===== src/rtl/qrs_pkg.sv =====
// Shared constants for the quadratic root solver.
// No dependencies; used by every module of the block.
`default_nettype none
package qrs_pkg;
  localparam int COEF_BITS_DEF      = 16;
  localparam int ROOT_FRAC_BITS_DEF = 16;
  localparam int ROOT_BITS          = 32;
  localparam int QUEUE_DEPTH        = 4;
endpackage
`default_nettype wire


===== src/rtl/qrs_front.sv =====
// Front end: input capture, coefficient products, discriminant and case split.
// Depends on qrs_pkg only for defaults; emits one packed work item per transaction.
`default_nettype none
module qrs_front #(
  parameter int COEF_BITS      = qrs_pkg::COEF_BITS_DEF,
  parameter int ROOT_FRAC_BITS = qrs_pkg::ROOT_FRAC_BITS_DEF,
  localparam int DW   = 2 * COEF_BITS + 2,
  localparam int NUMW = COEF_BITS + ROOT_FRAC_BITS + 2,
  localparam int DENW = COEF_BITS + 1,
  localparam int IW   = 1 + DW + NUMW + DENW
) (
  input  wire logic                        clk,
  input  wire logic                        rst_n,
  input  wire logic                        in_valid,
  output logic                             in_stall,
  input  wire logic signed [COEF_BITS-1:0] in_coef_a,
  input  wire logic signed [COEF_BITS-1:0] in_coef_b,
  input  wire logic signed [COEF_BITS-1:0] in_coef_c,
  output logic                             push_vld,
  input  wire logic                        push_full,
  output logic [IW-1:0]                    push_item
);
  localparam int PW = 2 * COEF_BITS;
  localparam int SDW = DW + 1;

  logic                        f1_vld_r;
  logic signed [COEF_BITS-1:0] f1_a_r, f1_b_r, f1_c_r;
  logic                        f2_vld_r;
  logic signed [COEF_BITS-1:0] f2_a_r, f2_b_r, f2_c_r;
  logic signed [PW-1:0]        f2_q_r, f2_p_r;
  logic                        front_adv, f1_load;

  assign front_adv = !push_full || !f2_vld_r;
  assign f1_load   = front_adv || !f1_vld_r;
  assign in_stall  = !f1_load;
  assign push_vld  = f2_vld_r && !push_full;

  // stage 1: capture; stage 2: products
  always_ff @(posedge clk) begin
    if (!rst_n) begin
      f1_vld_r <= 1'b0;
      f2_vld_r <= 1'b0;
    end else begin
      if (f1_load) f1_vld_r <= in_valid;
      if (front_adv) f2_vld_r <= f1_vld_r;
    end
    if (f1_load) begin
      f1_a_r <= in_coef_a;
      f1_b_r <= in_coef_b;
      f1_c_r <= in_coef_c;
    end
    if (front_adv) begin
      f2_a_r <= f1_a_r;
      f2_b_r <= f1_b_r;
      f2_c_r <= f1_c_r;
      f2_q_r <= f1_b_r * f1_b_r;
      f2_p_r <= f1_a_r * f1_c_r;
    end
  end

  // discriminant and classification
  logic signed [SDW-1:0]  disc;
  logic                   found;
  logic [DW-1:0]          d_out;
  logic signed [NUMW-1:0] nb;
  logic signed [DENW-1:0] den;

  always_comb begin
    disc  = SDW'(f2_q_r) - (SDW'(f2_p_r) <<< 2);
    found = 1'b0;
    d_out = '0;
    nb    = '0;
    den   = '0;
    if (f2_a_r == '0) begin
      // linear case: -c / b
      found = (f2_b_r != '0);
      nb    = -(NUMW'(f2_c_r) <<< ROOT_FRAC_BITS);
      den   = DENW'(f2_b_r);
    end else begin
      found = !disc[SDW-1];
      d_out = found ? disc[DW-1:0] : '0;
      nb    = -(NUMW'(f2_b_r) <<< ROOT_FRAC_BITS);
      den   = DENW'(f2_a_r) <<< 1;
    end
    push_item = {found, d_out, nb, den};
  end
endmodule
`default_nettype wire


===== config.mk =====
export PLATFORM = sky130hd
export DESIGN_NAME = qrs_front
export DESIGN_NICKNAME = d
export VERILOG_FILES = /design/src/rtl/qrs_pkg.sv /design/src/rtl/qrs_front.sv
export SDC_FILE = /design/constraint.sdc
export NUM_CORES = 2
export LEC_CHECK = 0
export ABC_AREA = 0
export BUFFER_PORTS_ARGS = -buffer_cell sky130_fd_sc_hd__buf_2
export CORE_ASPECT_RATIO = 1.25
export CORE_MARGIN = 5
export CORE_UTILIZATION = 35
export DETAILED_ROUTE_END_ITERATION = 10
export PLACE_DENSITY_LB_ADDON = 0.12
export SETUP_SLACK_MARGIN = 0.3
export SYNTH_ARGS = -nofsm -noshare
export SYNTH_HDL_FRONTEND = slang
export SYNTH_SLANG_ARGS = --single-unit

===== constraint.sdc =====
create_clock -name clk -period 19.25 [get_ports clk]
set_clock_uncertainty 0.1 [all_clocks]
set_input_delay 0.9625 -clock clk [delete_from_list [all_inputs] [get_ports clk]]
set_output_delay 0.9625 -clock clk [all_outputs]
set_load 0.01 [all_outputs]

==> results by group <==
Run status
  – Outcome: complete, no violations

Synthesis
  – Main combinational cell family by area after synthesis: adder cells
  – Sequential fraction of the synthesis area: around 18%
  – Count of flip-flops with a built-in enable after synthesis: about 160
  – Cell Area, Synth: 26650 um^2
  – Number of instances in the synthesized netlist: 2718
  – Unique cell type count in the Yosys netlist: between 70 and 80
  – Avg Synthesized Cell Area: just under 10 um^2
  – Share of synthesized cell area in full adder, half adder and majority cells: a little under half
  – Mux cell area share after synthesis: less than 1%
  – Yosys warning count: 0
  – Post-synthesis xor/xnor area fraction: 3.878%
  – Share of the synthesized area in compound gates (AO/OA/AOI/OAI): between 7 and 8%
  – Most instantiated flip-flop cell in the synthesis netlist: sky130_fd_sc_hd__edfxtp_1
  – Simple-gate share of the synthesized area: roughly 13%
  – Async S/R FF share, synth: 0%
  – Flops & latches, synth: 160

STA
  – Time the final worst path needs with I/O delays and setup: roughly 7400 ps
  – Remaining max-slew budget at the tightest pin: a little over a quarter
  – Final-report hold violation count: 0
  – Setup repair after global routing missed its margin: no
  – Final setup viols: 0
  – Period utilization: 38.39%
  – Max-slew violation count: 0
  – Setup slack after layout: between 10000 and 15000 ps
  – Total Neg Setup Slack: 0 ps
  – Peak clock frequency supported by timing: between 100 and 150 MHz
  – Slew at the pin closest to its max-slew limit: about 1100 ps

Setup path
  – Start of the worst register-to-register path: f1_b_r[15]$_DFFE_PN_
  – Worst reg-to-reg path cell count: 19
  – CP Data Required Time: approximately 19000 ps
  – Endpoint class of the critical path: flop
  – Endpoint of the worst register-to-register path: f2_q_r[25]$_DFFE_PP_
  – Class of the most critical setup path: flop to flop
  – R2r setup slk: 11860 ps
  – Critical path arrival: ~7500 ps
  – Worst-path maximum fanout: 19
  – Critical path launch point type: flop

Floorplan
  – IO Count: 140
  – Floorplan die area: a little over 80000 um^2
  – Initial Util: around a third
  – Die Width: between 200 and 300 um
  – FP Rows: between 100 and 150
  – Die height: 318.5 um
  – Core ar.: 75780 um^2

Hold path
  – Cells on Worst Hold Path: 2
  – Hold Crit Endpoint: f2_vld_r$_SDFFE_PN0P_
  – Kind of path behind the tightest hold check: flop to flop
  – Worst Hold Launch: f1_vld_r$_SDFFE_PN0N_

Place
  – Input/output buffers: 122
  – Worst slack at placement: ~12000 ps
  – Weighted congestion reported at the end of routability-driven placement: slightly below 0.9
  – Dpl hpwl: 59.71 mm

Global route
  – Maximum number of pins on one net before global-route repair: 60
  – GR Util All Layers: about 18%
  – Number of antenna violations at the first check in global routing: 5
  – Congestion Overflow GR: 0
  – Number of global-route vias before repair: between 20k and 25k
  – Wire length of the first global-routing pass: roughly 120 mm

Final layout
  – Ratio of cells with drive above 1 in the final layout: under 10%
  – Number of nets in the layout: 3554
  – Most frequent standard cell in the layout excluding fill and tap cells: sky130_fd_sc_hd__inv_1
  – Finished Core Util: 38.09%
  – Most frequent cells in the layout: 671 x sky130_fd_sc_hd__inv_1, 497 x sky130_fd_sc_hd__fa_1, 245 x sky130_fd_sc_hd__nand2_1, 207 x sky130_fd_sc_hd__ha_1, 167 x sky130_fd_sc_hd__and2_1
  – Fillers: around 7.7k
  – Sequential cell area: between 4000 and 5000 um^2
  – Synthesis-to-layout area growth: 8.310%
  – Area taken by multi-input logic gates: 19020 um^2

Clock tree
  – Number of CTS-inserted buffers: 17
  – Clock transition at path regs: roughly 80 ps
  – Post-CTS Resized: 0
  – Cell chosen for the clock root: sky130_fd_sc_hd__clkbuf_16
  – Worst-skew pair later-pin latency: just under 500 ps
  – TritonCTS clock tree: built
  – Level count of the clock H-tree: 4
  – Hold-fix buffers at CTS: 0
  – Number of buffers inserted to repair setup after CTS: 0
  – Bufs on Longest Clock Path: 2
  – # clock sinks: 160

Routing
  – Vias after detailed routing: between 15k and 20k
  – Initial detailed-routing violation count: about 840
  – Via count normalized by instance count: a little under 5
  – Detailed-router iteration count before antenna repair: 7
  – Post-detailed-routing wire length: slightly above 70 mm
  – Wire length per cell: approximately 19 um
  – DRC Markers: 0
  – Number of routed nets with antenna violations: 0

Job
  – Number of max-capacitance violations reported: 0
[layer usage]
layer	up-vias	global-route usage (%)	part of all wire [%]
met1	9431	24.31	44
li1	8569	-	-
met2	394	31.84	50
met4	0	5.263	2.8
met5	-	0	0
met3	98	2.339	3.9
[logic make-up after synthesis]
family                     Yosys count
adders and majority gates          704
muxes                                3
xor gates and xnor gates           118
AOI/OAI and AO/OA                  289
buffers and inverters              761
DFF                                160
other                                1
and+or+nand+nor                    682
[critical path: stages (launching register included)]
cell	delay (ps)
sky130_fd_sc_hd__edfxtp_1	360
sky130_fd_sc_hd__buf_4	230
sky130_fd_sc_hd__inv_1	560
sky130_fd_sc_hd__nor2_1	220
sky130_fd_sc_hd__fa_1	810
sky130_fd_sc_hd__fa_1	520
sky130_fd_sc_hd__fa_1	500
sky130_fd_sc_hd__fa_1	540
sky130_fd_sc_hd__fa_1	530
sky130_fd_sc_hd__inv_1	60
sky130_fd_sc_hd__fa_1	480
sky130_fd_sc_hd__inv_1	40
sky130_fd_sc_hd__ha_1	290
sky130_fd_sc_hd__a22o_1	200
sky130_fd_sc_hd__a2111oi_0	360
sky130_fd_sc_hd__o211ai_1	370
sky130_fd_sc_hd__a41oi_1	480
sky130_fd_sc_hd__o2111ai_1	170
sky130_fd_sc_hd__a21oi_1	200
sky130_fd_sc_hd__xnor2_1	90
[sequential cells by signal, summed over array words and instances (netlist names)]
signal / flops
f2_p_r: 32
f2_q_r: 30
f1_a_r: 16
f1_b_r: 16
f1_c_r: 16
f2_a_r: 16
f2_b_r: 16
f2_c_r: 16
f1_vld_r: 1
f2_vld_r: 1
[cells in the mapped netlist (10+ instances only)]
library cell / instances / area (um^2)
sky130_fd_sc_hd__a211oi_1: 14 / 105.1
sky130_fd_sc_hd__a21o_1: 41 / 307.8
sky130_fd_sc_hd__a21oi_1: 83 / 415.4
sky130_fd_sc_hd__and2_1: 167 / 1045
sky130_fd_sc_hd__buf_4: 19 / 142.6
sky130_fd_sc_hd__clkbuf_1: 67 / 251.5
sky130_fd_sc_hd__edfxtp_1: 158 / 4745
sky130_fd_sc_hd__fa_1: 497 / 9950
sky130_fd_sc_hd__ha_1: 207 / 2590
sky130_fd_sc_hd__inv_1: 671 / 2519
sky130_fd_sc_hd__nand2_1: 246 / 923.4
sky130_fd_sc_hd__nand2b_1: 19 / 118.9
sky130_fd_sc_hd__nand3_1: 24 / 120.1
sky130_fd_sc_hd__nand4_1: 12 / 75.07
sky130_fd_sc_hd__nor2_1: 91 / 341.6
sky130_fd_sc_hd__nor2b_1: 13 / 81.33
sky130_fd_sc_hd__nor3_1: 52 / 260.3
sky130_fd_sc_hd__nor4_1: 15 / 93.84
sky130_fd_sc_hd__o211ai_1: 12 / 90.09
sky130_fd_sc_hd__o21a_1: 10 / 75.07
sky130_fd_sc_hd__o21ai_0: 56 / 280.3
sky130_fd_sc_hd__or3_1: 11 / 68.82
sky130_fd_sc_hd__xnor2_1: 79 / 691.9
sky130_fd_sc_hd__xor2_1: 39 / 341.6
[stage by stage]
step           hold WS, ps  std cells  cell area, um^2
2_1_floorplan        324.4       2734            26710
5_1_grt              471.4       3788            28860
3_5_place_dp         415.1       3756            28250
3_3_place_gp         397.0       3756            28250
4_1_cts              430.7       3788            28860
6_report             422.0       3789            28870
[worst max path at each step]
stage,from,to,slack (ps),depth (start not counted)
after floorplan,f1_b_r[15]$_DFFE_PN_,f2_q_r[31]$_DFFE_PP_,12700,21
after global placement,f1_b_r[15]$_DFFE_PN_,f2_q_r[25]$_DFFE_PP_,11840,19
after detailed placement,f1_a_r[7]$_DFFE_PN_,f2_p_r[31]$_DFFE_PP_,11800,21
after CTS,f1_b_r[15]$_DFFE_PN_,f2_q_r[31]$_DFFE_PP_,11750,19
after global routing,f1_b_r[15]$_DFFE_PN_,f2_q_r[31]$_DFFE_PP_,11430,19
final,f1_b_r[15]$_DFFE_PN_,f2_q_r[25]$_DFFE_PP_,11860,19
[cell type report]
cell class	instances	share of cell area, %
flip-flops and latches	160	16.58
well taps	977	4.235
multi-input cells	1813	65.89
repair buffers	135	2.453
inverters	671	8.726
diodes	1	0.008669
clock inverters	14	0.6285
clock buffers	18	1.487
Power is left out: the tool's default activity adds up to more than one toggle a clock period on the data nets, which glitch-free logic cannot reach.
