## src/rtl/qrs_pkg.sv

```systemverilog
// Shared constants for the quadratic root solver.
// No dependencies; used by every module of the block.
`default_nettype none
package qrs_pkg;
  localparam int COEF_BITS_DEF      = 16;
  localparam int ROOT_FRAC_BITS_DEF = 16;
  localparam int ROOT_BITS          = 32;
  localparam int QUEUE_DEPTH        = 4;
endpackage
`default_nettype wire

```

## src/rtl/qrs_queue.sv

```systemverilog
// Short queue between front and back ends.
// Generic width; no package dependencies beyond the depth default.
`default_nettype none
module qrs_queue #(
  parameter int W     = 8,
  parameter int DEPTH = qrs_pkg::QUEUE_DEPTH,
  localparam int AW   = (DEPTH > 1) ? $clog2(DEPTH) : 1
) (
  input  wire logic         clk,
  input  wire logic         rst_n,
  input  wire logic         push,
  input  wire logic [W-1:0] push_data,
  output logic              full,
  input  wire logic         pop,
  output logic              pop_vld,
  output logic [W-1:0]      pop_data
);
  logic [W-1:0]  mem [DEPTH];
  logic [AW-1:0] wr_r, rd_r;
  logic [AW:0]   cnt_r;

  assign full     = (cnt_r == (AW+1)'(DEPTH));
  assign pop_vld  = (cnt_r != '0);
  assign pop_data = mem[rd_r];

  always_ff @(posedge clk) begin
    if (!rst_n) begin
      wr_r  <= '0;
      rd_r  <= '0;
      cnt_r <= '0;
    end else begin
      if (push) wr_r <= (wr_r == AW'(DEPTH - 1)) ? '0 : wr_r + 1'b1;
      if (pop && pop_vld) rd_r <= (rd_r == AW'(DEPTH - 1)) ? '0 : rd_r + 1'b1;
      cnt_r <= cnt_r + (AW+1)'(push) - (AW+1)'(pop && pop_vld);
    end
    if (push) mem[wr_r] <= push_data;
  end
endmodule
`default_nettype wire

```

## config.mk

```make
export PLATFORM = sky130hd
export DESIGN_NAME = qrs_queue
export DESIGN_NICKNAME = d
export VERILOG_FILES = /design/src/rtl/qrs_pkg.sv /design/src/rtl/qrs_queue.sv
export SDC_FILE = /design/constraint.sdc
export NUM_CORES = 1
export LEC_CHECK = 0
export BUFFER_PORTS_ARGS = -buffer_cell sky130_fd_sc_hd__clkbuf_2
export CAP_MARGIN = 20
export CELL_PAD_IN_SITES_DETAIL_PLACEMENT = 0
export CELL_PAD_IN_SITES_GLOBAL_PLACEMENT = 1
export CORE_UTILIZATION = 40
export CTS_BUF_LIST = sky130_fd_sc_hd__clkbuf_2 sky130_fd_sc_hd__clkbuf_4 sky130_fd_sc_hd__clkbuf_8
export DETAILED_ROUTE_END_ITERATION = 10
export MAX_ROUTING_LAYER = met4
export PLACE_DENSITY = 0.77
export SETUP_SLACK_MARGIN = 0.1
export SYNTH_ARGS = -nofsm -noshare
export SYNTH_HDL_FRONTEND = slang
export SYNTH_SLANG_ARGS = --single-unit
```

## constraint.sdc

```tcl
create_clock -name clk -period 2.4 [get_ports clk]
set_input_delay 0.6 -clock clk [delete_from_list [all_inputs] [get_ports clk]]
set_output_delay 0.6 -clock clk [all_outputs]
set_load 0.03 [all_outputs]
```

==> impl_metrics.prom, run 1 <==
# TYPE chip_impl_metric gauge
chip_impl_metric{name="netlist_area",unit="um2"} 1660
chip_impl_metric{name="vias",unit=""} 823
chip_impl_info{name="regToRegStartpoint",value="cnt_r[0]"} 1
chip_impl_info{name="worstSetupPathType",value="reg2out"} 1
chip_impl_metric{name="finalWeightedCongestion",unit=""} 0.716
chip_impl_info{name="kind_of_end_point_of_the_critical_path",value="primary output"} 1
chip_impl_metric{name="r2r_cells",unit=""} 6
chip_impl_metric{name="firstDrtPassIters",unit=""} 4
chip_impl_metric{name="drive_gt1_share",unit="%"} 35.3
chip_impl_metric{name="clock_latency",unit="ns"} 0.28
chip_impl_metric{name="count_of_unique_library_cells_instantiated_by_yosys",unit=""} 20
chip_impl_info{name="clk_root_buffer_cell",value="sky130_fd_sc_hd__clkbuf_8"} 1
chip_impl_info{name="tritoncts",value="done"} 1
chip_impl_metric{name="layout.nets",unit=""} 134
chip_impl_metric{name="row_count",unit=""} 23
chip_impl_metric{name="route.antenna.remaining_nets",unit=""} 0
chip_impl_metric{name="fmax",unit="GHz"} 0.463
chip_impl_metric{name="powerDensity",unit="nW/um2"} 935
chip_impl_metric{name="worst-slew-pin-transition",unit="ns"} 0.478
chip_impl_info{name="holdCritStartpoint",value="rd_r[1]"} 1
chip_impl_info{name="yosysMostFrequentCell",value="sky130_fd_sc_hd__edfxtp_1"} 1
chip_impl_info{name="rr_endpoint",value="cnt_r[2]"} 1
chip_impl_metric{name="core_region_area",unit="um2"} 4000
chip_impl_metric{name="seq_area",unit="um2"} 1140
chip_impl_metric{name="flow.area_growth_from_synthesis",unit="%"} 15.0
chip_impl_metric{name="synthesis.instances",unit=""} 88
chip_impl_metric{name="asyncSetResetFlopFracSynth",unit="%"} 0
chip_impl_metric{name="clock_tree.htree_level_count",unit=""} 2
chip_impl_info{name="synth_common_cells",value="sky130_fd_sc_hd__edfxtp_1, sky130_fd_sc_hd__dfxtp_1, sky130_fd_sc_hd__mux4_2"} 1
chip_impl_metric{name="post_cts_buffers",unit=""} 0
chip_impl_info{name="grt_setup_unrepaired",value="no"} 1
chip_impl_metric{name="first_iter_violations",unit=""} 42
chip_impl_metric{name="fp.dieH",unit="um"} 66.4
chip_impl_metric{name="timing_max_transition_violations_final",unit=""} 0
chip_impl_metric{name="start_util",unit="%"} 41.4
chip_impl_metric{name="crit_fanout",unit=""} 7
chip_impl_metric{name="multi_input_area",unit="um2"} 487
chip_impl_metric{name="synth_seq_cells",unit=""} 41
chip_impl_metric{name="skew",unit="ns"} 0.00794
chip_impl_info{name="synth_area_leaders",value="sky130_fd_sc_hd__edfxtp_1, sky130_fd_sc_hd__dfxtp_1, sky130_fd_sc_hd__mux4_2, sky130_fd_sc_hd__ha_1, sky130_fd_sc_hd__mux2i_1"} 1
chip_impl_metric{name="vias_per_cell",unit=""} 4.96
chip_impl_metric{name="slew-limit-headroom",unit="%"} 68.1
chip_impl_info{name="synth_top_cell_by_area",value="sky130_fd_sc_hd__edfxtp_1"} 1
chip_impl_metric{name="maxCapViolCount",unit=""} 0
chip_impl_metric{name="fp.dieArea",unit="um2"} 4410
chip_impl_info{name="start_kind",value="register"} 1
chip_impl_metric{name="pin_count_of_the_biggest_net_entering_global_routing",unit=""} 13
chip_impl_metric{name="globalRouteTotalUtil",unit="%"} 14.5
chip_impl_metric{name="detail_route.wirelength",unit="um"} 2540
chip_impl_metric{name="cell_depth_of_the_worst_hold_path",unit=""} 2
chip_impl_metric{name="finalSetupTns",unit="ns"} 0
chip_impl_metric{name="layout_worst_path_cycle_share",unit="%"} 90.0
chip_impl_metric{name="cts_buffers",unit=""} 5
chip_impl_metric{name="fillers",unit=""} 355
chip_impl_metric{name="netlist.area_leader.share",unit="%"} 58.0
chip_impl_metric{name="synth_enable_flop_cells",unit=""} 32
chip_impl_metric{name="place.port_buffers",unit=""} 21
chip_impl_metric{name="number_of_global_route_vias_before_repair",unit=""} 874
chip_impl_metric{name="synth_fp_nets",unit=""} 107
chip_impl_info{name="hold_path.class",value="reg2reg"} 1
chip_impl_metric{name="antenna_cells_inserted",unit=""} 0
chip_impl_info{name="status",value="finished clean"} 1
chip_impl_metric{name="clock-sinks",unit=""} 41
chip_impl_metric{name="post-route-min-period",unit="ns"} 2.16
chip_impl_metric{name="timing_hold_violations_final",unit=""} 0
chip_impl_metric{name="post_drt_wl_per_cell",unit="um"} 15.3
chip_impl_metric{name="clk_pin_slew_worst_paths",unit="ns"} 0.07
chip_impl_metric{name="crit_arrival",unit="ns"} 1.56
chip_impl_metric{name="io_pins",unit=""} 22
chip_impl_metric{name="dpl.hpwl",unit="um"} 1890
chip_impl_metric{name="timing.critical_path.required",unit="ns"} 1.80
chip_impl_metric{name="post-route-drc-count",unit=""} 0
chip_impl_info{name="synth_flop_cell",value="sky130_fd_sc_hd__edfxtp_1"} 1
chip_impl_metric{name="grt_pass1_wl",unit="um"} 4260
chip_impl_metric{name="cts.path.max_buffers",unit=""} 2
chip_impl_info{name="hold-path-endpoint",value="rd_r[1]"} 1
chip_impl_metric{name="fin_hold_ws",unit="ns"} 0.505
chip_impl_metric{name="cts_hold_repair.buffers",unit=""} 0
chip_impl_metric{name="endpoints_failing_setup",unit=""} 0
chip_impl_metric{name="post_cts_resized",unit=""} 0
chip_impl_metric{name="ys_warn_count",unit=""} 0
chip_impl_metric{name="seq_area_frac_synth",unit="%"} 68.8
chip_impl_metric{name="ir_drop",unit="uV"} 525
chip_impl_metric{name="globalRoute.totalOverflow",unit=""} 0
chip_impl_metric{name="leakagePower",unit="nW"} 0.722
chip_impl_metric{name="antenna_found_initial",unit=""} 0
chip_impl_metric{name="dieWidth",unit="um"} 66.4
chip_impl_metric{name="r2r_setup_slack",unit="ns"} 0.51
chip_impl_metric{name="syn_avg_cell_area",unit="um2"} 18.8
layout make-up:
type | instances | area share [%]
multi-input combinational | 41 | 25.5
clock buffer | 7 | 4.40
clock inverter | 1 | 0.262
sequential | 41 | 59.8
inverter | 4 | 0.787
timing repair buffer | 22 | 5.91
tap | 50 | 3.28
registers in the layout, indices dropped and copies added, names as in the netlist, named ones only:
signal and flops:
cnt_r 3, mem 32, rd_r 2, wr_r 2
metal layers:
layer	global-route usage, %	up-vias	wire, um
met5	-	-	0
met4	6.38	0	51
met3	5.52	5	120
met2	23.2	20	1240
met1	16.0	411	1130
li1	-	387	-
worst max-delay path by stage:
| stage | cells after the start | end | startpoint | slack (ns) |
|---|---|---|---|---|
| after floorplan | 1 | full | cnt_r[2] | 0.64 |
| after global placement | 6 | cnt_r[2] | pop | 0.53 |
| after detailed placement | 6 | cnt_r[2] | pop | 0.48 |
| after CTS | 3 | pop_data[2] | register | 0.19 |
| after global routing | 3 | pop_data[3] | register | 0.13 |
| final | 3 | pop_data[2] | register | 0.24 |
metrics by stage:
step	setup slack [ns]	instances	util, %	area (um2)	total power, W
floorplan	0.640	88	-	1660	0.00126
global placement	0.525	158	45.4	1820	0.00135
detailed placement	0.478	158	45.4	1820	0.00137
CTS	0.195	166	47.7	1910	0.00181
global route	0.131	166	47.7	1910	0.00188
finish	0.240	166	47.7	1910	0.00178
power by group:
group	switching, W	total (W)	internal (W)
registers	0.0000548	0.000879	0.000825
logic	0.000253	0.000468	0.000215
clock network	0.000210	0.000436	0.000226
total	0.000518	0.00178	0.00127
placed cells by master (no fill, tap or decap):
cell type and instances:
sky130_fd_sc_hd__clkbuf_2 21, sky130_fd_sc_hd__dfxtp_1 9, sky130_fd_sc_hd__clkbuf_8 5, sky130_fd_sc_hd__nand2_1 3, sky130_fd_sc_hd__o31ai_4 1, sky130_fd_sc_hd__inv_1 4, sky130_fd_sc_hd__or2_2 1, sky130_fd_sc_hd__fa_1 1
sky130_fd_sc_hd__a21oi_1 1, sky130_fd_sc_hd__nand2b_1 1, sky130_fd_sc_hd__xor3_1 1, sky130_fd_sc_hd__ha_1 6, sky130_fd_sc_hd__and2_1 6, sky130_fd_sc_hd__or3b_1 2, sky130_fd_sc_hd__or3_2 1, sky130_fd_sc_hd__clkbuf_4 2
sky130_fd_sc_hd__mux2i_1 6, sky130_fd_sc_hd__clkinv_2 1, sky130_fd_sc_hd__nor2_1 2, sky130_fd_sc_hd__nor3b_1 1, sky130_fd_sc_hd__buf_4 1, sky130_fd_sc_hd__mux4_2 8, sky130_fd_sc_hd__edfxtp_1 32
cell families (layout without fill, tap and decap cells):
family	count (synthesis)	count (layout)	synth area share [%]
xor gates and xnor gates	1	1	1.43
DFF	41	41	68.8
buffers and inverters	6	34	1.81
adders and majority gates	7	7	5.74
AOI/OAI and AO/OA	2	2	1.58
and+or+nand+nor	17	17	6.11
muxes	14	14	14.5
worst max-delay path, cell delays in order (launching register included):
cell and delay (ns):
sky130_fd_sc_hd__dfxtp_1 0.36, sky130_fd_sc_hd__buf_4 0.21, sky130_fd_sc_hd__mux4_2 0.52, sky130_fd_sc_hd__clkbuf_2 0.20
No activity file was read; power rests on OpenSTA's default activity.
==> run 2, diff against run 1 <==
--- a/config.mk
+++ b/config.mk
@@ -13,7 +13,7 @@
 export CTS_BUF_LIST = sky130_fd_sc_hd__clkbuf_2 sky130_fd_sc_hd__clkbuf_4 sky130_fd_sc_hd__clkbuf_8
 export DETAILED_ROUTE_END_ITERATION = 10
 export MAX_ROUTING_LAYER = met4
-export PLACE_DENSITY = 0.77
+export PLACE_DENSITY_LB_ADDON = 0.1
 export SETUP_SLACK_MARGIN = 0.1
 export SYNTH_ARGS = -nofsm -noshare
 export SYNTH_HDL_FRONTEND = slang
==> run 2 against run 1 <==
Highest routed layer unchanged. Sequential share of layout area fell by 0.31 points. Critical endpoint unchanged. Non-clock buffer count stayed put. Largest cell class unchanged. Critical path depth is the same. Clock power is 4% lower. Largest power group unchanged. Critical path type unchanged. Cell count is the same. Wire length decreased by 11%.
==> impl_metrics.prom, run 2 (synthesized netlist as in run 1, its figures left out) <==
# TYPE chip_impl_metric gauge
chip_impl_info{name="status",value="finished clean"} 1
chip_impl_metric{name="pin_count_of_the_biggest_net_entering_global_routing",unit=""} 13
chip_impl_info{name="kind_of_end_point_of_the_critical_path",value="primary output"} 1
chip_impl_metric{name="place.port_buffers",unit=""} 21
chip_impl_metric{name="post-route-worst-setup-slack",unit="ns"} 0.199
chip_impl_info{name="clk_root_buffer_cell",value="sky130_fd_sc_hd__clkbuf_8"} 1
chip_impl_metric{name="timing.critical_path.required",unit="ns"} 1.80
chip_impl_metric{name="globalRouteTotalUtil",unit="%"} 12.6
chip_impl_metric{name="flow.area_growth_from_synthesis",unit="%"} 15.6
chip_impl_info{name="tritoncts",value="done"} 1
chip_impl_metric{name="maxCapViolCount",unit=""} 0
chip_impl_metric{name="post-route-drc-count",unit=""} 0
chip_impl_metric{name="clock_latency",unit="ns"} 0.28
chip_impl_metric{name="dpl.hpwl",unit="um"} 1660
chip_impl_info{name="largest_register",value="mem"} 1
chip_impl_metric{name="layout.nets",unit=""} 134
chip_impl_metric{name="antenna_cells_inserted",unit=""} 0
chip_impl_metric{name="internal_power",unit="W"} 0.00126
chip_impl_metric{name="post_cts_buffers",unit=""} 0
chip_impl_metric{name="route.antenna.remaining_nets",unit=""} 0
chip_impl_metric{name="cp_num_buf_inv",unit=""} 2
chip_impl_metric{name="cts_buffers",unit=""} 5
chip_impl_metric{name="firstDrtPassIters",unit=""} 4
chip_impl_metric{name="timing_hold_violations_final",unit=""} 0
chip_impl_metric{name="fp.dieH",unit="um"} 66.4
chip_impl_metric{name="fp.dieArea",unit="um2"} 4410
chip_impl_metric{name="antenna_found_initial",unit=""} 0
chip_impl_metric{name="grt_pass1_wl",unit="um"} 3730
chip_impl_metric{name="post-route-min-period",unit="ns"} 2.20
chip_impl_metric{name="leakagePower",unit="nW"} 0.724
chip_impl_metric{name="cts.path.max_buffers",unit=""} 2
chip_impl_metric{name="layout_worst_path_cycle_share",unit="%"} 91.7
chip_impl_metric{name="endpoints_failing_setup",unit=""} 0
chip_impl_metric{name="globalRoute.totalOverflow",unit=""} 0
chip_impl_metric{name="core_region_area",unit="um2"} 4000
chip_impl_info{name="layout_common_cells",value="sky130_fd_sc_hd__edfxtp_1, sky130_fd_sc_hd__clkbuf_2, sky130_fd_sc_hd__dfxtp_1"} 1
chip_impl_metric{name="clock-sinks",unit=""} 41
chip_impl_metric{name="clock_tree.htree_level_count",unit=""} 2
chip_impl_metric{name="sequentialPowerShare",unit="%"} 49.9
chip_impl_metric{name="crit_arrival",unit="ns"} 1.60
chip_impl_metric{name="number_of_global_route_vias_before_repair",unit=""} 782
chip_impl_metric{name="slew-limit-headroom",unit="%"} 70.7
chip_impl_metric{name="r2r_setup_slack",unit="ns"} 0.56
chip_impl_metric{name="finalPower",unit="W"} 0.00177
chip_impl_metric{name="crit_fanout",unit=""} 6
chip_impl_metric{name="vias_per_cell",unit=""} 4.72
chip_impl_metric{name="first_iter_violations",unit=""} 33
chip_impl_metric{name="io_pins",unit=""} 22
chip_impl_info{name="hold_path.class",value="reg2reg"} 1
chip_impl_info{name="reg_top3",value="mem x32, cnt_r x3"} 1
chip_impl_metric{name="detail_route.wirelength",unit="um"} 2270
chip_impl_metric{name="worst-slew-pin-transition",unit="ns"} 0.440
chip_impl_metric{name="flip_flop_count_of_the_largest_register_all_copies_and_words_added",unit=""} 32
chip_impl_metric{name="cp_slowest_stage_delay",unit="ns"} 0.50
chip_impl_metric{name="power_frac_clock",unit="%"} 23.6
chip_impl_info{name="slowest_stage",value="sky130_fd_sc_hd__mux4_2"} 1
chip_impl_metric{name="finalWeightedCongestion",unit=""} 0.643
chip_impl_info{name="critical_path.cell_chain",value="buf_12 > mux4_2 > clkbuf_2"} 1
chip_impl_metric{name="row_count",unit=""} 23
chip_impl_metric{name="switching_share",unit="%"} 28.7
chip_impl_metric{name="finalSetupTns",unit="ns"} 0
chip_impl_metric{name="p_switching",unit="W"} 0.000508
chip_impl_metric{name="powerDensity",unit="nW/um2"} 924
chip_impl_metric{name="cts_hold_repair.buffers",unit=""} 0
chip_impl_metric{name="post_drt_wl_per_cell",unit="um"} 13.7
chip_impl_info{name="worstSetupPathType",value="reg2out"} 1
chip_impl_metric{name="drive_gt1_share",unit="%"} 35.3
chip_impl_metric{name="fin_hold_ws",unit="ns"} 0.498
chip_impl_metric{name="dieWidth",unit="um"} 66.4
chip_impl_metric{name="clk_pin_slew_worst_paths",unit="ns"} 0.07
chip_impl_info{name="grt_setup_unrepaired",value="no"} 1
chip_impl_info{name="critical_path.top_delay_family",value="multiplexers"} 1
chip_impl_metric{name="post_cts_resized",unit=""} 0
chip_impl_metric{name="final_core_utilization",unit="%"} 47.9
chip_impl_metric{name="logic_pwr_share",unit="%"} 26.4
chip_impl_metric{name="fmax",unit="GHz"} 0.454
chip_impl_metric{name="timing_max_transition_violations_final",unit=""} 0
chip_impl_info{name="layout_commonest_cell",value="sky130_fd_sc_hd__edfxtp_1"} 1
chip_impl_metric{name="worst_slack_after_detailed_placement",unit="ns"} 0.490
chip_impl_metric{name="start_util",unit="%"} 41.4
chip_impl_metric{name="vias",unit=""} 783
chip_impl_metric{name="skew",unit="ns"} 0.00356
chip_impl_info{name="start_kind",value="register"} 1
chip_impl_metric{name="ir_drop",unit="uV"} 484
-- run 2: final timing paths --
| path | start | endpoint | cells past startpoint |
|---|---|---|---|
| setup reg to reg | cnt_r[0] | cnt_r[2] | 6 |
| hold / removal | rd_r[1] | register | 2 |
| setup / recovery | register | pop_data[2] | 3 |
| hold reg to reg | rd_r[1] | register | 2 |
-- run 2: power by group through the flow --
stage          clock network, W  logic, W  registers [W]
2_1_floorplan                 0  0.000382       0.000874
3_3_place_gp                  0  0.000474       0.000900
3_5_place_dp                  0  0.000476       0.000902
4_1_cts                0.000436  0.000478       0.000887
5_1_grt                0.000467  0.000510       0.000894
6_report               0.000418  0.000469       0.000885
-- run 2: layout make-up --
type,count,area (um2)
flip-flops and latches,41,1140
well taps,50,62.6
multi-input cells,41,487
repair buffers,22,125
fillers,346,2080
clock buffers,6,76.3
inverters,4,15.0
clock inverters,2,10.0
-- run 2: worst reg2reg max path: stages (launching register included) --
cell                      delay [ns]
sky130_fd_sc_hd__dfxtp_1        0.37
sky130_fd_sc_hd__o31ai_4        0.42
sky130_fd_sc_hd__mux2i_1        0.13
sky130_fd_sc_hd__ha_1           0.21
sky130_fd_sc_hd__fa_1           0.37
sky130_fd_sc_hd__xor3_1         0.20
sky130_fd_sc_hd__nor2_1         0.04
-- run 2: per-stage QoR --
stage	area, um2	std cells
floorplan	1660	88
global placement	1830	158
detailed placement	1830	158
CTS	1920	166
global route	1920	166
finish	1920	166
-- run 2: per-layer routing --
| metal | track usage [%] | share of wire, % | routed length [um] | up-vias |
|---|---|---|---|---|
| met3 | 4.14 | 3.9 | 88 | 4 |
| met1 | 15.4 | 47 | 1070 | 373 |
| met5 | - | 0 | 0 | - |
| met2 | 18.8 | 48 | 1090 | 19 |
| li1 | - | - | - | 387 |
| met4 | 6.38 | 1.3 | 30 | 0 |
==> run 3, diff against run 2 <==
--- a/config.mk
+++ b/config.mk
@@ -5,6 +5,7 @@
 export SDC_FILE = /design/constraint.sdc
 export NUM_CORES = 1
 export LEC_CHECK = 0
+export ABC_AREA = 1
 export BUFFER_PORTS_ARGS = -buffer_cell sky130_fd_sc_hd__clkbuf_2
 export CAP_MARGIN = 20
 export CELL_PAD_IN_SITES_DETAIL_PLACEMENT = 0
==> constraint.sdc (replaced) <==
create_clock -name clk -period 2.4 [get_ports clk]
set_input_delay 0.6 -clock clk [delete_from_list [all_inputs] [get_ports clk]]
set_output_delay 0.6 -clock clk [all_outputs]
set_load 0.01 [all_outputs]
==> run 3 against run 2 <==
Clock-buffer cell count is 1 higher. Worst setup slack better by 0.16 ns. Fmax is 7.6% higher. Cell count is 30% higher. Sequential cell count stayed put. Hold slack better by 0.0040 ns. Register-to-register slack better by 0.19 ns. Synthesized cell count is 56% higher. First-iteration DRC count is 3.0% lower. Power is 8.1% higher. Critical endpoint is now pop_data[0].
==> impl_metrics.prom, run 3 <==
# TYPE chip_impl_metric gauge
chip_impl_metric{name="globalRoute.totalOverflow",unit=""} 0
chip_impl_info{name="worstSetupPathType",value="reg2out"} 1
chip_impl_metric{name="globalRouteMet3Util",unit="%"} 5.14
chip_impl_metric{name="grt_util_met1",unit="%"} 16.6
chip_impl_metric{name="asyncSetResetFlopFracSynth",unit="%"} 0
chip_impl_metric{name="antenna_cells_inserted",unit=""} 0
chip_impl_metric{name="synth_seq_cells",unit=""} 41
chip_impl_info{name="global_route.peak_usage_layer",value="met2"} 1
chip_impl_metric{name="pin_count_of_the_biggest_net_entering_global_routing",unit=""} 17
chip_impl_metric{name="finalPower",unit="W"} 0.00191
chip_impl_info{name="kind_of_end_point_of_the_critical_path",value="primary output"} 1
chip_impl_metric{name="crit_arrival",unit="ns"} 1.44
chip_impl_metric{name="synth.area.mux_share",unit="%"} 0
chip_impl_metric{name="finalSetupTns",unit="ns"} 0
chip_impl_metric{name="synthAdderAreaFrac",unit="%"} 5.72
chip_impl_metric{name="post_cts_buffers",unit=""} 0
chip_impl_metric{name="place.port_buffers",unit=""} 21
chip_impl_metric{name="number_of_global_route_vias_before_repair",unit=""} 993
chip_impl_metric{name="fmax",unit="GHz"} 0.489
chip_impl_metric{name="worst_slack_after_detailed_placement",unit="ns"} 0.571
chip_impl_info{name="dominant_combinational_cell_family_by_area_after_synthesis",value="compound AO/OA/AOI/OAI gates"} 1
chip_impl_info{name="layout_commonest_cell",value="sky130_fd_sc_hd__edfxtp_1"} 1
chip_impl_metric{name="endpoints_failing_setup",unit=""} 0
chip_impl_info{name="yosysMostFrequentCell",value="sky130_fd_sc_hd__edfxtp_1"} 1
chip_impl_metric{name="vias",unit=""} 1046
chip_impl_info{name="grt_setup_unrepaired",value="no"} 1
chip_impl_metric{name="firstDrtPassIters",unit=""} 4
chip_impl_metric{name="slew-limit-headroom",unit="%"} 74.1
chip_impl_metric{name="cts.path.max_buffers",unit=""} 2
chip_impl_metric{name="timing_hold_violations_final",unit=""} 0
chip_impl_metric{name="layout.nets",unit=""} 183
chip_impl_metric{name="dpl.hpwl",unit="um"} 2000
chip_impl_metric{name="timing.critical_path.required",unit="ns"} 1.80
chip_impl_metric{name="route.antenna.remaining_nets",unit=""} 0
chip_impl_metric{name="dieWidth",unit="um"} 66.5
chip_impl_metric{name="fp.dieArea",unit="um2"} 4420
chip_impl_info{name="clk_root_buffer_cell",value="sky130_fd_sc_hd__clkbuf_8"} 1
chip_impl_metric{name="synth_enable_flop_cells",unit=""} 32
chip_impl_metric{name="ys_warn_count",unit=""} 0
chip_impl_metric{name="post-route-drc-count",unit=""} 0
chip_impl_metric{name="leakagePower",unit="nW"} 0.796
chip_impl_metric{name="flip_flop_count_of_the_largest_register_all_copies_and_words_added",unit=""} 32
chip_impl_metric{name="fillers",unit=""} 373
chip_impl_metric{name="crit_fanout",unit=""} 9
chip_impl_metric{name="fp.dieH",unit="um"} 66.5
chip_impl_metric{name="flow.area_growth_from_synthesis",unit="%"} 16.4
chip_impl_metric{name="io_pins",unit=""} 22
chip_impl_metric{name="first_iter_violations",unit=""} 32
chip_impl_metric{name="layout_worst_path_cycle_share",unit="%"} 85.2
chip_impl_metric{name="core_region_area",unit="um2"} 4000
chip_impl_metric{name="clock_tree.htree_level_count",unit=""} 2
chip_impl_metric{name="post_cts_resized",unit=""} 0
chip_impl_metric{name="cts_hold_repair.buffers",unit=""} 0
chip_impl_metric{name="count_of_unique_library_cells_instantiated_by_yosys",unit=""} 20
chip_impl_metric{name="synth-simple-area-share",unit="%"} 9.78
chip_impl_info{name="largest_register",value="mem"} 1
chip_impl_metric{name="worst-slew-pin-transition",unit="ns"} 0.388
chip_impl_info{name="synth_top_cell_by_area",value="sky130_fd_sc_hd__edfxtp_1"} 1
chip_impl_info{name="status",value="finished clean"} 1
chip_impl_metric{name="globalRouteTotalUtil",unit="%"} 15.2
chip_impl_info{name="tritoncts",value="done"} 1
chip_impl_metric{name="cts_buffers",unit=""} 5
chip_impl_info{name="synth_flop_cell",value="sky130_fd_sc_hd__edfxtp_1"} 1
chip_impl_metric{name="vias_per_cell",unit=""} 4.87
chip_impl_info{name="hold_path.class",value="reg2reg"} 1
chip_impl_metric{name="netlist_area",unit="um2"} 1660
chip_impl_metric{name="detail_route.wirelength",unit="um"} 2770
chip_impl_metric{name="start_util",unit="%"} 41.6
chip_impl_info{name="synth_common_cells",value="sky130_fd_sc_hd__edfxtp_1, sky130_fd_sc_hd__nor2_1, sky130_fd_sc_hd__o21ai_0"} 1
chip_impl_metric{name="timing_max_transition_violations_final",unit=""} 0
chip_impl_info{name="layout_common_cells",value="sky130_fd_sc_hd__edfxtp_1, sky130_fd_sc_hd__nor2_1, sky130_fd_sc_hd__clkbuf_2"} 1
chip_impl_metric{name="post-route-worst-setup-slack",unit="ns"} 0.355
chip_impl_metric{name="clk_pin_slew_worst_paths",unit="ns"} 0.07
chip_impl_metric{name="skew",unit="ns"} 0.00506
chip_impl_info{name="reg_top3",value="mem x32, cnt_r x3"} 1
chip_impl_metric{name="post_synth_xor_area_fraction",unit="%"} 0.527
chip_impl_metric{name="ir_drop",unit="uV"} 447
chip_impl_metric{name="seq_area_frac_synth",unit="%"} 68.6
chip_impl_metric{name="finalWeightedCongestion",unit=""} 0.713
chip_impl_metric{name="post-route-min-period",unit="ns"} 2.04
chip_impl_info{name="synth_area_leaders",value="sky130_fd_sc_hd__edfxtp_1, sky130_fd_sc_hd__dfxtp_1, sky130_fd_sc_hd__nor2_1, sky130_fd_sc_hd__ha_1, sky130_fd_sc_hd__o21ai_0"} 1
chip_impl_metric{name="fin_hold_ws",unit="ns"} 0.502
chip_impl_metric{name="grt_pass1_wl",unit="um"} 4510
chip_impl_info{name="start_kind",value="register"} 1
chip_impl_metric{name="clock-sinks",unit=""} 41
chip_impl_metric{name="antenna_found_initial",unit=""} 0
chip_impl_metric{name="row_count",unit=""} 23
chip_impl_metric{name="maxCapViolCount",unit=""} 0
chip_impl_metric{name="synth_compound_gate_area_share",unit="%"} 10.6
chip_impl_metric{name="synth_fp_nets",unit=""} 156
chip_impl_metric{name="post_drt_wl_per_cell",unit="um"} 12.9
chip_impl_metric{name="drive_gt1_share",unit="%"} 21.2
chip_impl_metric{name="powerDensity",unit="nW/um2"} 989
chip_impl_metric{name="multi_input_area",unit="um2"} 443
chip_impl_metric{name="seq_area",unit="um2"} 1140
chip_impl_metric{name="netlist.area_leader.share",unit="%"} 57.8
chip_impl_metric{name="synthesis.instances",unit=""} 137
chip_impl_metric{name="syn_avg_cell_area",unit="um2"} 12.1
chip_impl_metric{name="groute.layer.met2.usage",unit="%"} 25.5
chip_impl_metric{name="clock_latency",unit="ns"} 0.28
-- run 3: cell types whose count changed in the layout (fill, tap and decap cells not counted), sizes merged, moves of 2 or more --
cell,before,now
nor2,2,25
o21ai,0,19
inv,4,15
nand2,3,13
mux4,8,0
o22ai,0,8
and2,6,0
mux2i,6,0
clkinv,2,0
or3b,2,0
-- run 3: final timing paths --
check	from	end	slack (ns)	depth (start not counted)
worst max-delay path	register	pop_data[0]	0.36	4
worst min-delay path	rd_r[1]	rd_r[1]	0.50	2
worst max register to register	cnt_r[1]	cnt_r[2]	0.75	8
worst min register to register	rd_r[1]	rd_r[1]	0.50	2
-- run 3: cells by family after synthesis --
group / after synthesis
compound gates: 30
simple gates: 41
flops: 41
fa+ha+maj: 7
xor+xnor: 1
buf+inv: 17
-- run 3: stage by stage --
step / cells / utilization [%] / area (um2)
floorplan: 137 / - / 1660
global placement: 207 / 45.4 / 1820
detailed placement: 207 / 45.4 / 1820
CTS: 215 / 48.4 / 1940
global route: 215 / 48.4 / 1940
finish: 215 / 48.4 / 1940
-- run 3: power by group --
part	switching, W	internal (W)
Clock	0.000202	0.000350
Sequential	0.0000557	0.000832
Combinational	0.000288	0.000187
-- run 3: routing by layer --
metal  vias up  share of wire (%)
met1       490                 41
met4         0                1.4
met5         -                  0
li1        526                  -
met2        25                 52
met3         5                5.7
-- run 3: critical path, cell delays in order (launching register included) --
cell	delay [ns]
sky130_fd_sc_hd__dfxtp_1	0.51
sky130_fd_sc_hd__buf_4	0.23
sky130_fd_sc_hd__o21ai_0	0.09
sky130_fd_sc_hd__o22ai_1	0.18
sky130_fd_sc_hd__clkbuf_2	0.15
-- run 3: final cells by class --
type / instances / share of cell area, %
Sequential cell: 41 / 59.0
Multi-Input combinational cell: 79 / 22.9
Timing Repair Buffer: 22 / 5.82
Clock buffer: 7 / 4.65
Tap cell: 50 / 3.23
Inverter: 15 / 2.91
Clock inverter: 1 / 1.55
